File: src/rtl/mdp_pkg.sv
// ============================================================================
// mdp_pkg - shared types and constants for the motor drive protection block
// command codes, latch reasons, buzzer actions, register indexes and widths
// ============================================================================
package mdp_pkg;

    localparam int NUM_MOTORS = 2;

    // configuration port
    localparam int CFG_INDEX_W = 3;
    localparam int CFG_DATA_W  = 16;

    localparam logic [CFG_INDEX_W-1:0] REG_MAX_DUTY          = 3'd0;
    localparam logic [CFG_INDEX_W-1:0] REG_STALL_DRIVE_LEVEL = 3'd1;
    localparam logic [CFG_INDEX_W-1:0] REG_STALL_SPEED_LEVEL = 3'd2;
    localparam logic [CFG_INDEX_W-1:0] REG_STALL_TICKS       = 3'd3;
    localparam logic [CFG_INDEX_W-1:0] REG_ANGLE_LIMIT       = 3'd4;

    // register reset values
    localparam logic [14:0] MAX_DUTY_RST          = 15'd10000;
    localparam logic [14:0] STALL_DRIVE_LEVEL_RST = 15'd5000;
    localparam logic [15:0] STALL_SPEED_LEVEL_RST = 16'd10;
    localparam logic [15:0] STALL_TICKS_RST       = 16'd500;
    localparam logic [14:0] ANGLE_LIMIT_RST       = 15'd4500;

    // beat layout
    localparam int S_TDATA_W = 72;
    localparam int S_TUSER_W = 3;
    localparam int M_TDATA_W = 32;
    localparam int M_TUSER_W = 1;

    typedef enum logic [1:0] {
        CMD_DRIVE  = 2'd0,
        CMD_TICK   = 2'd1,
        CMD_CLEAR  = 2'd2,
        CMD_ENABLE = 2'd3
    } cmd_t;

    typedef enum logic [1:0] {
        LATCH_NONE  = 2'd0,
        LATCH_STALL = 2'd1,
        LATCH_PITCH = 2'd2
    } latch_t;

    typedef enum logic [1:0] {
        BUZ_NONE  = 2'd0,
        BUZ_START = 2'd1,
        BUZ_STOP  = 2'd2
    } buzzer_t;

    // stall detection thresholds shared by the per-motor units
    typedef struct packed {
        logic [14:0] drive_level;
        logic [15:0] speed_level;
        logic [15:0] ticks;
    } stall_cfg_t;

endpackage

File: src/rtl/mdp_stall_unit.sv
// ============================================================================
// mdp_stall_unit - per-motor stall counter step
// counts consecutive ticks of high remembered drive with low encoder speed
// ============================================================================
module mdp_stall_unit #(
    parameter int COUNT_BITS = 16
) (
    input  logic                    active,      // tick with no motor latched
    input  logic signed [15:0]      last_drive,
    input  logic signed [15:0]      speed,
    input  mdp_pkg::stall_cfg_t     cfg,
    input  logic [COUNT_BITS-1:0]   count_cur,
    output logic [COUNT_BITS-1:0]   count_new,
    output logic                    stall_hit
);

    localparam int CMP_W = (COUNT_BITS > 16) ? COUNT_BITS : 16;

    logic [16:0]           drive_mag;
    logic [16:0]           speed_mag;
    logic signed [16:0]    drive_ext;
    logic signed [16:0]    speed_ext;
    logic                  stalled;
    logic [COUNT_BITS-1:0] count_inc;
    logic                  reached;

    // magnitudes on 17 bits so the most negative value needs no special case
    assign drive_ext = {last_drive[15], last_drive};
    assign speed_ext = {speed[15], speed};
    assign drive_mag = drive_ext[16] ? 17'(-drive_ext) : 17'(drive_ext);
    assign speed_mag = speed_ext[16] ? 17'(-speed_ext) : 17'(speed_ext);

    assign stalled = (drive_mag > {2'b00, cfg.drive_level})
                  && (speed_mag < {1'b0, cfg.speed_level});

    // saturating increment
    assign count_inc = (&count_cur) ? count_cur : count_cur + 1'b1;
    assign reached   = CMP_W'(count_inc) >= CMP_W'(cfg.ticks);

    assign stall_hit = active && stalled && reached;

    always_comb begin
        if (!active) begin
            count_new = count_cur;
        end else if (!stalled || reached) begin
            count_new = '0;
        end else begin
            count_new = count_inc;
        end
    end

endmodule

File: src/rtl/motor_drive_protection.sv
// ============================================================================
// motor_drive_protection - two-motor drive guard with stall and pitch latches
// turns drive requests into duty/direction writes and runs protection ticks
// ============================================================================
// Each input beat is one command (tuser): drive request, protection tick,
// clear protection or set enable, and produces exactly one result beat.
// A beat is captured in an input register, evaluated by one pass of
// compare/clamp/count logic and stored in the output register, and one
// beat can be accepted every cycle while the result side takes beats.
// The input register and the output register each hold one beat, so a
// new beat is still accepted while a finished result waits on m_tready.
// A drive request is clamped to +-max_duty and gives zero duty while
// disabled or while its motor is latched. A tick latches motor 0 on the
// rising edge of a pitch excursion beyond angle_limit, then (if nothing
// is latched) counts stalled ticks per motor and latches at stall_ticks.
// Any latch drops the enable, stops both motors and starts the alarm
// unless the buzzer is busy. Configuration registers must be written
// only while no beat is in flight.
module motor_drive_protection #(
    parameter int COUNT_BITS = 16
) (
    input  logic                                  aclk,
    input  logic                                  aresetn,

    // configuration write port
    input  logic                                  cfg_wr_en,
    input  logic [mdp_pkg::CFG_INDEX_W-1:0]       cfg_index,
    input  logic [mdp_pkg::CFG_DATA_W-1:0]        cfg_wdata,

    // command beats
    input  logic                                  s_tvalid,
    output logic                                  s_tready,
    // drive_request[15:0], speed_motor0[31:16], speed_motor1[47:32],
    // pitch_angle[63:48], buzzer_busy[64], enable_value[65], zeros above
    input  logic [mdp_pkg::S_TDATA_W-1:0]         s_tdata,
    // command[1:0], motor_sel[2]
    input  logic [mdp_pkg::S_TUSER_W-1:0]         s_tuser,

    // result beats
    output logic                                  m_tvalid,
    input  logic                                  m_tready,
    // duty_write[0], duty_value[15:1], dir_write[16], dir_level[17],
    // stop_all[18], buzzer_action[20:19], clear_integrals[21],
    // status_motor0[23:22], status_motor1[25:24], enable_now[26], zeros above
    output logic [mdp_pkg::M_TDATA_W-1:0]         m_tdata,
    // duty_motor[0]
    output logic [mdp_pkg::M_TUSER_W-1:0]         m_tuser
);

    localparam int NM = mdp_pkg::NUM_MOTORS;

    // ------------------------------------------------------------------
    // configuration registers
    // ------------------------------------------------------------------
    logic [14:0] max_duty_reg;
    logic [14:0] stall_drive_level_reg;
    logic [15:0] stall_speed_level_reg;
    logic [15:0] stall_ticks_reg;
    logic [14:0] angle_limit_reg;

    always_ff @(posedge aclk) begin
        if (!aresetn) begin
            max_duty_reg          <= mdp_pkg::MAX_DUTY_RST;
            stall_drive_level_reg <= mdp_pkg::STALL_DRIVE_LEVEL_RST;
            stall_speed_level_reg <= mdp_pkg::STALL_SPEED_LEVEL_RST;
            stall_ticks_reg       <= mdp_pkg::STALL_TICKS_RST;
            angle_limit_reg       <= mdp_pkg::ANGLE_LIMIT_RST;
        end else if (cfg_wr_en) begin
            unique case (cfg_index)
                mdp_pkg::REG_MAX_DUTY:          max_duty_reg <= cfg_wdata[14:0];
                mdp_pkg::REG_STALL_DRIVE_LEVEL: stall_drive_level_reg <= cfg_wdata[14:0];
                mdp_pkg::REG_STALL_SPEED_LEVEL: stall_speed_level_reg <= cfg_wdata;
                mdp_pkg::REG_STALL_TICKS:       stall_ticks_reg <= cfg_wdata;
                mdp_pkg::REG_ANGLE_LIMIT:       angle_limit_reg <= cfg_wdata[14:0];
                default: begin
                    // unused indexes are ignored
                end
            endcase
        end
    end

    // ------------------------------------------------------------------
    // handshake: input register feeding the output register
    // ------------------------------------------------------------------
    logic               in_valid_reg;
    logic               m_valid_reg;
    logic               out_free;     // output register can take a result
    logic               fire;         // evaluate the captured beat this cycle
    logic               s_accept;

    assign out_free = !m_valid_reg || m_tready;
    assign fire     = in_valid_reg && out_free;
    assign s_tready = !in_valid_reg || out_free;
    assign s_accept = s_tvalid && s_tready;
    assign m_tvalid = m_valid_reg;

    always_ff @(posedge aclk) begin
        if (!aresetn) begin
            in_valid_reg <= 1'b0;
            m_valid_reg  <= 1'b0;
        end else begin
            if (s_accept) begin
                in_valid_reg <= 1'b1;
            end else if (fire) begin
                in_valid_reg <= 1'b0;
            end
            if (fire) begin
                m_valid_reg <= 1'b1;
            end else if (m_tready) begin
                m_valid_reg <= 1'b0;
            end
        end
    end

    // captured beat payload
    mdp_pkg::cmd_t      cmd_reg;
    logic               sel_reg;
    logic signed [15:0] request_reg;
    logic signed [15:0] speed_reg [NM];
    logic signed [15:0] pitch_reg;
    logic               busy_reg;
    logic               enable_value_reg;

    always_ff @(posedge aclk) begin
        if (s_accept) begin
            cmd_reg          <= mdp_pkg::cmd_t'(s_tuser[1:0]);
            sel_reg          <= s_tuser[2];
            request_reg      <= s_tdata[15:0];
            speed_reg[0]     <= s_tdata[31:16];
            speed_reg[1]     <= s_tdata[47:32];
            pitch_reg        <= s_tdata[63:48];
            busy_reg         <= s_tdata[64];
            enable_value_reg <= s_tdata[65];
        end
    end

    // ------------------------------------------------------------------
    // protection state
    // ------------------------------------------------------------------
    logic                    enable_reg,     enable_next;
    logic                    armed_reg,      armed_next;
    logic signed [15:0]      last_drive_reg [NM];
    logic signed [15:0]      last_drive_next [NM];
    logic [COUNT_BITS-1:0]   count_reg [NM];
    logic [COUNT_BITS-1:0]   count_next [NM];
    mdp_pkg::latch_t         latch_reg [NM];
    mdp_pkg::latch_t         latch_next [NM];

    always_ff @(posedge aclk) begin
        if (!aresetn) begin
            enable_reg <= 1'b0;
            armed_reg  <= 1'b0;
            for (int i = 0; i < NM; i++) begin
                last_drive_reg[i] <= '0;
                count_reg[i]      <= '0;
                latch_reg[i]      <= mdp_pkg::LATCH_NONE;
            end
        end else if (fire) begin
            enable_reg <= enable_next;
            armed_reg  <= armed_next;
            for (int i = 0; i < NM; i++) begin
                last_drive_reg[i] <= last_drive_next[i];
                count_reg[i]      <= count_next[i];
                latch_reg[i]      <= latch_next[i];
            end
        end
    end

    // ------------------------------------------------------------------
    // drive request: clamp to +-max_duty, split into magnitude and direction
    // ------------------------------------------------------------------
    logic signed [16:0] req_ext;
    logic signed [16:0] lim_pos;
    logic signed [16:0] lim_neg;
    logic signed [16:0] clamped;
    logic [16:0]        clamped_mag;
    logic               drive_ok;

    assign req_ext = {request_reg[15], request_reg};
    assign lim_pos = {2'b00, max_duty_reg};
    assign lim_neg = -lim_pos;

    always_comb begin
        priority if (req_ext > lim_pos) begin
            clamped = lim_pos;
        end else if (req_ext < lim_neg) begin
            clamped = lim_neg;
        end else begin
            clamped = req_ext;
        end
    end

    assign clamped_mag = clamped[16] ? 17'(-clamped) : 17'(clamped);
    assign drive_ok    = enable_reg && (latch_reg[sel_reg] == mdp_pkg::LATCH_NONE);

    // ------------------------------------------------------------------
    // pitch check, edge armed: one latch per excursion
    // ------------------------------------------------------------------
    logic signed [16:0] pitch_ext;
    logic [16:0]        pitch_mag;
    logic               pitch_over;
    logic               pitch_trip;
    mdp_pkg::latch_t    latch0_after_pitch;

    assign pitch_ext  = {pitch_reg[15], pitch_reg};
    assign pitch_mag  = pitch_ext[16] ? 17'(-pitch_ext) : 17'(pitch_ext);
    assign pitch_over = pitch_mag > {2'b00, angle_limit_reg};
    assign pitch_trip = (cmd_reg == mdp_pkg::CMD_TICK) && pitch_over && !armed_reg;

    assign latch0_after_pitch = pitch_trip ? mdp_pkg::LATCH_PITCH : latch_reg[0];

    // ------------------------------------------------------------------
    // stall counting, only when no motor is latched after the pitch check
    // ------------------------------------------------------------------
    mdp_pkg::stall_cfg_t   stall_cfg;
    logic                  stall_active;
    logic [COUNT_BITS-1:0] count_step [NM];
    logic [NM-1:0]         stall_hit;

    assign stall_cfg.drive_level = stall_drive_level_reg;
    assign stall_cfg.speed_level = stall_speed_level_reg;
    assign stall_cfg.ticks       = stall_ticks_reg;

    assign stall_active = (cmd_reg == mdp_pkg::CMD_TICK)
                       && (latch0_after_pitch == mdp_pkg::LATCH_NONE)
                       && (latch_reg[1] == mdp_pkg::LATCH_NONE);

    for (genvar g = 0; g < NM; g++) begin : g_stall
        mdp_stall_unit #(
            .COUNT_BITS (COUNT_BITS)
        ) u_stall (
            .active     (stall_active),
            .last_drive (last_drive_reg[g]),
            .speed      (speed_reg[g]),
            .cfg        (stall_cfg),
            .count_cur  (count_reg[g]),
            .count_new  (count_step[g]),
            .stall_hit  (stall_hit[g])
        );
    end

    // ------------------------------------------------------------------
    // next state and result
    // ------------------------------------------------------------------
    logic               any_latch;
    logic               duty_write;
    logic [14:0]        duty_value;
    logic               dir_write;
    logic               dir_level;
    mdp_pkg::buzzer_t   buzzer_action;

    assign any_latch = pitch_trip || (|stall_hit);

    always_comb begin
        enable_next   = enable_reg;
        armed_next    = armed_reg;
        duty_write    = 1'b0;
        duty_value    = '0;
        dir_write     = 1'b0;
        dir_level     = 1'b0;
        buzzer_action = mdp_pkg::BUZ_NONE;
        for (int i = 0; i < NM; i++) begin
            last_drive_next[i] = last_drive_reg[i];
            count_next[i]      = count_reg[i];
            latch_next[i]      = latch_reg[i];
        end

        unique case (cmd_reg)
            mdp_pkg::CMD_DRIVE: begin
                duty_write = 1'b1;
                if (drive_ok) begin
                    duty_value = clamped_mag[14:0];
                    dir_write  = 1'b1;
                    dir_level  = !clamped[16];
                    last_drive_next[sel_reg] = clamped[15:0];
                end
            end
            mdp_pkg::CMD_TICK: begin
                armed_next    = pitch_over;
                latch_next[0] = latch0_after_pitch;
                for (int i = 0; i < NM; i++) begin
                    count_next[i] = count_step[i];
                    if (stall_hit[i]) begin
                        latch_next[i] = mdp_pkg::LATCH_STALL;
                    end
                end
                if (any_latch) begin
                    enable_next = 1'b0;
                    if (!busy_reg) begin
                        buzzer_action = mdp_pkg::BUZ_START;
                    end
                end
            end
            mdp_pkg::CMD_CLEAR: begin
                for (int i = 0; i < NM; i++) begin
                    latch_next[i] = mdp_pkg::LATCH_NONE;
                    count_next[i] = '0;
                end
                buzzer_action = mdp_pkg::BUZ_STOP;
            end
            mdp_pkg::CMD_ENABLE: begin
                enable_next = enable_value_reg;
            end
            default: begin
                // all command codes are covered above
            end
        endcase
    end

    // ------------------------------------------------------------------
    // output register
    // ------------------------------------------------------------------
    logic [mdp_pkg::M_TDATA_W-1:0] m_tdata_reg;
    logic [mdp_pkg::M_TUSER_W-1:0] m_tuser_reg;

    always_ff @(posedge aclk) begin
        if (fire) begin
            m_tdata_reg <= {5'd0,
                            enable_next,
                            latch_next[1],
                            latch_next[0],
                            pitch_trip,
                            buzzer_action,
                            (cmd_reg == mdp_pkg::CMD_TICK) && any_latch,
                            dir_level,
                            dir_write,
                            duty_value,
                            duty_write};
            // motor select only means something on a drive beat
            m_tuser_reg <= (cmd_reg == mdp_pkg::CMD_DRIVE) ? sel_reg : 1'b0;
        end
    end

    assign m_tdata = m_tdata_reg;
    assign m_tuser = m_tuser_reg;

`ifndef SYNTHESIS
    // no latch may leave the block enabled
    a_latch_disables: assert property (@(posedge aclk) disable iff (!aresetn)
        (m_valid_reg && m_tdata_reg[18]) |-> !m_tdata_reg[26])
        else $error("stop_all with enable_now set");

    // an integrator reset only comes with a pitch latch on motor 0
    a_pitch_status: assert property (@(posedge aclk) disable iff (!aresetn)
        (m_valid_reg && m_tdata_reg[21])
            |-> (m_tdata_reg[23:22] == mdp_pkg::LATCH_PITCH) && m_tdata_reg[18])
        else $error("clear_integrals without pitch latch");

    // a new result beat only comes from an evaluated command beat
    a_out_from_fire: assert property (@(posedge aclk) disable iff (!aresetn)
        $rose(m_valid_reg) |-> $past(in_valid_reg))
        else $error("result beat without captured command");

    // motor 1 never carries a pitch latch
    a_motor1_no_pitch: assert property (@(posedge aclk) disable iff (!aresetn)
        latch_reg[1] != mdp_pkg::LATCH_PITCH)
        else $error("motor 1 latched for pitch");

    // reset empties the pipeline
    a_reset_empty: assert property (@(posedge aclk)
        !aresetn |=> (!m_valid_reg && !in_valid_reg))
        else $error("beats survive reset");
`endif

endmodule
File: config.mk
export PLATFORM = sky130hd
export DESIGN_NAME = motor_drive_protection
export DESIGN_NICKNAME = d
export VERILOG_FILES = /design/src/rtl/mdp_pkg.sv /design/src/rtl/mdp_stall_unit.sv /design/src/rtl/motor_drive_protection.sv
export SDC_FILE = /design/constraint.sdc
export NUM_CORES = 1
export LEC_CHECK = 0
export BUFFER_PORTS_ARGS = -buffer_cell sky130_fd_sc_hd__buf_2
export CAP_MARGIN = 20
export CORE_UTILIZATION = 61
export DETAILED_ROUTE_END_ITERATION = 8
export GPL_ROUTABILITY_DRIVEN = 0
export PLACE_DENSITY_LB_ADDON = 0.1
export SYNTH_ARGS = -nofsm -noshare
export SYNTH_HDL_FRONTEND = slang
export SYNTH_SLANG_ARGS = --single-unit
File: constraint.sdc
create_clock -name aclk -period 6.9 [get_ports aclk]
set_clock_uncertainty 0.15 [all_clocks]
set_input_delay 1.38 -clock aclk [delete_from_list [all_inputs] [get_ports aclk]]
set_output_delay 1.38 -clock aclk [all_outputs]
set_load 0.005 [all_outputs]
==> impl_metrics.yaml <==
status:
  status: "finished clean"
sta:
  fmax_mhz: 165
  hold_violations: 0
  rsz0062_at_grt: "no"
  slew_headroom_pct: 26.6
  setup_tns_ns: 0
  min_period_ns: 6.08
  hold_ws_ns: 0.320
  setup_violations: 0
  post-route-period-util_pct: 88.1
  slew_viol_final: 0
  worstMarginPinSlew_ns: 1.10
worst_setup_path:
  criticalPathCategory: "reg2reg"
  r2r_cells: 19
  regToRegStartpoint: "max_duty_reg[1]$_SDFFE_PN0P_"
  cp-start-kind: "flip-flop"
  reg2reg_slack_ns: 0.82
  critPathArrivalTime_ns: 6.21
  endpoint_kind: "flip-flop"
  r2r_end: "m_tdata[15]$_SDFFCE_PN0P_"
  critical_path.max_fanout: 6
  critical_path_required_ns: 7.03
power_and_ir_drop:
  swShare_pct: 25.5
  p_leak_nw: 7.06
  p_int_mw: 2.85
  p_seq_share_pct: 44.6
  switching_power_uw: 978
  p_comb_share_pct: 14.5
  max-vdd-ir-drop_mv: 0.205
  power_density_nw_per_um2: 219
  power_frac_clock_pct: 40.8
clock_network:
  cts.repair.resized: 0
  post_cts.repair.setup_buffers: 0
  cts_tree: "done"
  holdBufCountCts: 0
  clk_latency_ns: 0.54
  cts_made_buffers: 28
  cts_buffer_depth: 3
  cts.htree.levels: 1
  clock_sinks: 247
  clk_root_buffer_cell: "clkbuf_16"
  cts.reportedPaths.clkPinSlew_ns: 0.06
synthesis:
  synthCells: 1632
  synth_edf_count: 165
  synth_seq_area_share_pct: 42.3
  synth-async-reset-ratio_pct: 0
  syn_area_per_cell_um2: 9.56
  synth_area_um2: 15600
  ys_ff_latch: 247
  yosys_most_used_dff: "edfxtp_1"
  synth_cell_type_count: 76
  yosysWarnings: 0
floorplanning:
  fp-row-count: 58
  die_h_um: 162
  io_pins: 134
  fp.dieW_um: 162
  die_area_um2: 26200
  core_area_um2: 25100
  initial_core_util_pct: 62.2
worst_hold_path:
  min_from: "stall_ticks_reg[10]$_SDFFE_PN0P_"
  hold_path_end: "stall_ticks_reg[10]$_SDFFE_PN0P_"
  min_path_cells: 2
  hold_path_class: "reg2reg"
final_layout:
  syn_to_final_growth_pct: 12.2
  final_cell_mix: "245 x nand2_1, 165 x edfxtp_1, 151 x ha_1, 122 x buf_2, 109 x inv_1"
  fin_area_um2: 17500
  final_common_cell: "nand2_1"
  drive_above_1_share_pct: 11.9
  finish.net_count: 1993
  fin_cells: 2097
drt:
  wire_per_inst_um: 17.5
  vias: 12400
  firstDrtPassIters: 5
  wirelength_mm: 36.7
  drc: 0
  ant_nets: 0
  avgViaCountPerCell: 5.92
  drt_iter0_markers: 1089
placement:
  io_buffers: 122
  placed_area_um2: 16500
  dp_hpwl_mm: 27.4
  dp_cells: 2041
grt:
  grt_overflow_total: 0
  grt_pass1_vias: 11500
  grt_max_degree: 87
  grt_first_pass_wirelength_mm: 58.9
  antenna_found_initial: 2
  grtUsageTotal_pct: 28.1
job:
  maxCapViolations: 0
-- synth_stat cells, types with 12 or more instances --
cell type	count	share of area (%)
xnor2_1	93	5.2
and3_1	22	0.88
nor2b_1	37	1.5
xor2_1	12	0.67
nand3_1	36	1.2
or3_1	12	0.48
nor2_1	93	2.2
a21boi_0	57	2.7
nand2_1	245	5.9
nand4_1	24	0.96
o211ai_1	28	1.3
dfxtp_1	82	11
a21oi_1	63	2.0
ha_1	151	12
inv_1	109	2.6
o21ai_0	62	2.0
clkbuf_1	46	1.1
mux2i_1	28	1.8
o21a_1	15	0.72
nor4_1	14	0.56
nor3_1	19	0.61
a21o_1	34	1.6
o31ai_1	24	1.2
edfxtp_1	165	32
nand2b_1	16	0.64
-- per-stage QoR --
stage	total power, mW	setup WS (ns)	utilization [%]
finish	3.83	0.823	69.7
global route	3.97	0.496	69.7
CTS	3.85	0.931	69.7
detailed placement	2.28	0.980	65.7
global placement	2.26	1.08	65.7
floorplan	2.11	1.03	-
-- final cells by class --
class	count	area (µm²)
diodes	2	5.00
clock buffers	44	897
repair buffers	135	712
clock inverters	8	101
fillers	1992	7600
inverters	110	413
well taps	330	413
flip-flops and latches	247	6600
multi-input cells	1221	8380
-- worst max-delay path: stages, from the launching register on --
cell,delay (ns)
dfxtp_1,0.38
inv_1,0.12
ha_1,0.25
nor2b_1,0.25
nand4_1,0.29
or3_1,0.48
or4_1,0.46
inv_1,0.10
ha_1,0.18
nand3_2,0.12
nor4b_1,0.67
or3_1,0.25
mux2i_1,0.32
o21ai_0,0.30
inv_1,0.14
ha_1,0.19
o221ai_1,0.17
nor4_2,0.50
o221ai_1,0.20
or3_1,0.31
-- power by group through the flow --
stage / clock network [mW] / registers (mW) / logic, mW
after floorplan: 0 / 1.72 / 0.393
after global placement: 0 / 1.74 / 0.528
after detailed placement: 0 / 1.74 / 0.546
after CTS: 1.59 / 1.71 / 0.550
after global routing: 1.63 / 1.72 / 0.624
final: 1.56 / 1.71 / 0.557
-- worst max path at each step --
| stage | startpoint | to | slack, ns | cells past startpoint |
|---|---|---|---|---|
| finish | max_duty_reg[1]$_SDFFE_PN0P_ | m_tdata[15]$_SDFFCE_PN0P_ | 0.82 | 19 |
| global route | max_duty_reg[1]$_SDFFE_PN0P_ | m_tdata[15]$_SDFFCE_PN0P_ | 0.50 | 19 |
| CTS | max_duty_reg[1]$_SDFFE_PN0P_ | m_tdata[15]$_SDFFCE_PN0P_ | 0.93 | 20 |
| detailed placement | max_duty_reg[1]$_SDFFE_PN0P_ | m_tdata[15]$_SDFFCE_PN0P_ | 0.98 | 20 |
| global placement | max_duty_reg[1]$_SDFFE_PN0P_ | m_tdata[15]$_SDFFCE_PN0P_ | 1.08 | 20 |
| floorplan | pitch_reg[8]$_DFFE_PP_ | count_reg[0][0]$_SDFFCE_PP0P_ | 1.03 | 11 |
-- metal layers --
layer / GRT usage (%) / part of all wire (%)
met3: 3.40 / 5.6
met1: 40.1 / 46
met2: 44.7 / 45
met5: 0 / 0
met4: 8.79 / 2.9
-- cell families (layout without fill, tap and decap cells) --
group	after synthesis	after routing	synth area share [%]
AND/OR/NAND/NOR	571	571	17.8
AO/OA/AOI/OAI	353	353	15.3
flip-flops	247	247	42.3
buffers and inverters	168	297	4.23
adder cells (fa/ha/maj)	151	151	12.1
XOR/XNOR	105	105	5.89
multiplexers	36	36	2.41
other	1	7	0.0240
No activity file was read; power rests on OpenSTA's default activity.
